### config.mk
export PLATFORM = sky130hd
export DESIGN_NAME = aad_ctrl
export DESIGN_NICKNAME = d
export VERILOG_FILES = /design/src/design/aad_pkg.sv /design/src/design/aad_ctrl.sv
export SDC_FILE = /design/constraint.sdc
export NUM_CORES = 1
export LEC_CHECK = 0
export BUFFER_PORTS_ARGS = -buffer_cell sky130_fd_sc_hd__buf_2
export CAP_MARGIN = 20
export CORE_AREA = 4 4 41 43
export DETAILED_ROUTE_END_ITERATION = 12
export DIE_AREA = 0 0 45 47
export PLACE_DENSITY = 0.54
export SKIP_CTS_REPAIR_TIMING = 1
export SLEW_MARGIN = 20
export SYNTH_ARGS = -nofsm -noshare
export SYNTH_HDL_FRONTEND = slang
export SYNTH_SLANG_ARGS = --single-unit
### constraint.sdc
create_clock -name i_clk -period 1.6 [get_ports i_clk]
set_clock_uncertainty 0.05 [all_clocks]
set_input_delay 0.24 -clock i_clk [delete_from_list [all_inputs] [get_ports i_clk]]
set_output_delay 0.24 -clock i_clk [all_outputs]
set_load 0.05 [all_outputs]
### src/design/aad_pkg.sv
// Package for the area-average downscaler.
// Holds field widths, register indexes, reset values and the controller/datapath structs.
// No dependencies.
`default_nettype none
package aad_pkg;
    localparam int SRC_W      = 13;
    localparam int DST_W      = 12;
    localparam int PIX_W      = 16;
    localparam int CFG_IDX_W  = 2;
    localparam int CFG_DATA_W = 13;

    localparam logic [CFG_IDX_W-1:0] REG_SRC_WIDTH  = 2'd0;
    localparam logic [CFG_IDX_W-1:0] REG_SRC_HEIGHT = 2'd1;
    localparam logic [CFG_IDX_W-1:0] REG_DST_WIDTH  = 2'd2;
    localparam logic [CFG_IDX_W-1:0] REG_DST_HEIGHT = 2'd3;

    localparam logic [SRC_W-1:0] RST_SRC_WIDTH  = 13'd1024;
    localparam logic [SRC_W-1:0] RST_SRC_HEIGHT = 13'd1024;
    localparam logic [DST_W-1:0] RST_DST_WIDTH  = 12'd512;
    localparam logic [DST_W-1:0] RST_DST_HEIGHT = 12'd512;

    localparam logic [1:0] TERM_LAST = 2'd3;

    typedef struct packed {
        logic       clr;
        logic       load;
        logic       mul1;
        logic       mul2;
        logic       wr;
        logic       last;
        logic       div_start;
        logic       out_load;
        logic [1:0] term;
    } t_cmd;

    typedef struct packed {
        logic clr_last;
        logic cfg_ok;
        logic emit;
        logic div_done;
        logic out_full;
    } t_sts;
endpackage
`default_nettype wire

### src/design/aad_ctrl.sv
// Controller: clearing sweep, four weighted read-modify-write terms per sample,
// divider launch and result hand-off. Depends on aad_pkg.
`default_nettype none
module aad_ctrl (
    input  wire logic          i_clk,
    input  wire logic          i_rst_n,
    input  wire logic          i_cfg_fire,
    input  wire logic          i_in_valid,
    output logic               o_in_ready,
    input  wire aad_pkg::t_sts i_sts,
    output aad_pkg::t_cmd      o_cmd
);
    import aad_pkg::*;

    typedef enum logic [2:0] {
        S_CLEAR, S_IDLE, S_MUL1, S_MUL2, S_WR, S_DIV, S_DWAIT
    } t_state;

    t_state     r_state;
    logic [1:0] r_term;
    logic       in_fire;

    assign o_in_ready = (r_state == S_IDLE);
    assign in_fire    = i_in_valid && o_in_ready;

    always_comb begin
        o_cmd           = '0;
        o_cmd.term      = r_term;
        o_cmd.last      = (r_term == TERM_LAST);
        o_cmd.clr       = (r_state == S_CLEAR);
        o_cmd.load      = in_fire && i_sts.cfg_ok;
        o_cmd.mul1      = (r_state == S_MUL1);
        o_cmd.mul2      = (r_state == S_MUL2);
        o_cmd.wr        = (r_state == S_WR);
        o_cmd.div_start = (r_state == S_DIV);
        o_cmd.out_load  = (r_state == S_DWAIT) && i_sts.div_done && !i_sts.out_full;
    end

    always_ff @(posedge i_clk) begin
        if (!i_rst_n || i_cfg_fire) begin
            r_state <= S_CLEAR;
            r_term  <= '0;
        end else begin
            case (r_state)
                S_CLEAR: if (i_sts.clr_last) r_state <= S_IDLE;
                S_IDLE: begin
                    if (in_fire && i_sts.cfg_ok) begin
                        r_state <= S_MUL1;
                        r_term  <= '0;
                    end
                end
                S_MUL1: r_state <= S_MUL2;
                S_MUL2: r_state <= S_WR;
                S_WR: begin
                    if (r_term == TERM_LAST) begin
                        r_state <= i_sts.emit ? S_DIV : S_IDLE;
                    end else begin
                        r_term  <= r_term + 1'b1;
                        r_state <= S_MUL1;
                    end
                end
                S_DIV: r_state <= S_DWAIT;
                S_DWAIT: begin
                    if (i_sts.div_done && !i_sts.out_full) r_state <= S_IDLE;
                end
                default: r_state <= S_CLEAR;
            endcase
        end
    end
endmodule
`default_nettype wire

==> results.toml <==
[timing]
fmax_mhz = 649
rsz0062_at_grt = "true"
fin_setup_tns_ps = 0
slew_headroom = 0.765
post-route-period-util = 0.962
worst_pin_slew_ps = 351
drv_slew = 0
finalHoldViolCount = 0
period_minus_slack_ps = 1540
setup_violations = 0

[layout]
nets = 86
syn2layout_area_growth_pct = 54.6
multiInputGateArea_um2 = 317
seqCellArea_um2 = 104
final.fill_count = 139
final_layout_size_suffix_gt1_frac = 0.595
final_cell_mix = "buf_2, buf_4, nand2b_1"
layout_commonest_cell = "buf_2"
n_antenna_cell = 0

[synth]
syn_inst = 47
synth_edf_count = 0
synth_fp_nets = 58
synthTopCellsByArea = "dfxtp_1, nand2b_1, nor3b_1"
postSynthAreaPerCell_um2 = 9.02
async_reset_ff_frac = 0
yosysTopAreaCellShare = 0.236
syn_area_um2 = 424
yosys_warnings = 0
yosysSeqAreaShare = 0.236
synth_cell_types = 25
yosysTopAreaCell = "dfxtp_1"
synthFlopType = "dfxtp_1"
ys_seq_elements = 5

[placed_design]
gp_congestion = 0.704
portBuffers = 19
hpwl_um = 807

[routing]
dr.pass1.iters = 3
ant_nets = 0
remaining_drc_errors = 0
vias = 428
wire_per_inst_um = 11.3
viasPerCell = 4.81
first_iter_violations = 3
routed_wl_um = 1010

[clock_network]
clk_latency_ps = 230
cts-root-buf = "clkbuf_4"
path_clk_slew_ps = 40
htreeDepth = 1
cts_buffers = 3
clockBufferDepth = 2
clock-sinks = 5
tritoncts = "built"

[floorplanning]
fp.dieW_um = 45
design.die.area_mm2 = 0.00212
initial_core_util = 0.326
coreArea_mm2 = 0.00130
die_h_um = 47
num_rows = 13
io-pin-count = 20

[pwr]
p_per_area_mw_per_mm2 = 521
p_sw_mw = 0.0882
vdd_drop_max_mv = 0.453
power_mw = 0.342
seq_power_share = 0.376
p_leak_nw = 0.302
p_int_mw = 0.254
swShare = 0.258
pwr-share-clk = 0.412
pwr-share-comb = 0.212

[critical_path]
critical_path_class = "register to primary output"
cpMaxStageDelayCell = "or3b_4"
cp.arrival_ps = 1250
end_kind = "primary output"
crit_fanout = 4
critPathRequiredTime_ps = 1310
critPathTopFamily = "simple AND/OR/NAND/NOR gates"
start_kind = "register"
critPathBufInv = 1
slowest_delay_ps = 410
path_cells = "or3b_4 -> nor2_2 -> buf_6"

[grt]
grt_max_degree = 12
grt_antenna_before_repair = 0
grt_util_all_layers = 0.103
grt_first_pass_wirelength_um = 1590
grt_pass1_vias = 350
grt_overflow = 0

[min_path]
hp-class = "input port to register"

[run_status]
status = "finished, final reports clean"

[run]
cap_violations = 0
worst paths after layout:
kind,start,end,slack (ps),cells after the start
worst max-delay path,r_state[0]$_SDFFE_PP0P_,o_cmd[8],60,3
worst min-delay path,i_sts[2],r_state[2]$_SDFFE_PP0P_,260,3
worst max register to register,r_term[1]$_SDFFE_PP0P_,r_term[0]$_SDFFE_PP0P_,150,4
worst min register to register,r_term[1]$_SDFFE_PP0P_,r_term[1]$_SDFFE_PP0P_,450,2
cell families (layout without fill, tap and decap cells):
family / count (synthesis) / count (layout) / share of synthesized area
and+or+nand+nor: 24 / 24 / 0.360
buffers and inverters: 6 / 33 / 0.0767
xor gates and xnor gates: 1 / 1 / 0.0207
AOI/OAI and AO/OA: 9 / 9 / 0.248
DFF: 5 / 5 / 0.236
adders and majority gates: 2 / 2 / 0.0590
power groups by stage:
stage / clock, mW / sequential (mW) / combinational, mW
floorplan: 0 / 0.130 / 0.0459
global placement: 0 / 0.130 / 0.0641
detailed placement: 0 / 0.130 / 0.0644
CTS: 0.145 / 0.128 / 0.0647
global route: 0.159 / 0.129 / 0.0785
finish: 0.141 / 0.129 / 0.0725
worst min-delay path, delay by kind of cell:
kind	cells	cell delay (ps)
AOI/OAI and AO/OA	1	80
buffers and inverters	1	90
and+or+nand+nor	1	70
layout make-up:
| type | count | share of cell area |
|---|---|---|
| Clock buffer | 4 | 0.0401 |
| Sequential cell | 5 | 0.158 |
| Inverter | 3 | 0.0229 |
| Multi-Input combinational cell | 36 | 0.483 |
| Tap cell | 15 | 0.0286 |
| Timing Repair Buffer | 26 | 0.267 |
state kept, by name, indices dropped and copies added (netlist names):
signal	count
r_state	3
r_term	2
routing by layer:
layer  up-vias  part of all wire  global-route usage
met2        11              0.44               0.155
met5         -                 0                   0
li1        229                 -                   -
met1       188              0.51               0.144
met3         0             0.056              0.0345
met4         0                 0              0.0175
synth_stat cells, drive strengths merged (2+ instances only):
cell type  n
dfxtp      5
nand2b     5
nand2      4
nor2       4
nor3b      4
buf        3
inv        3
a311oi     2
ha         2
o2111ai    2
through the flow:
step           area, um^2  std cells   util  setup slack (ps)  hold WS [ps]
6_report              656         89  0.504              60.2           263
5_1_grt               656         89  0.504             -24.4           274
4_1_cts               606         87  0.465             -99.9           260
3_5_place_dp          579         83  0.445               149           446
3_3_place_gp          579         83  0.445               160           444
2_1_floorplan         449         47      -             -26.6           381
(Power assumes the default switching activity.)
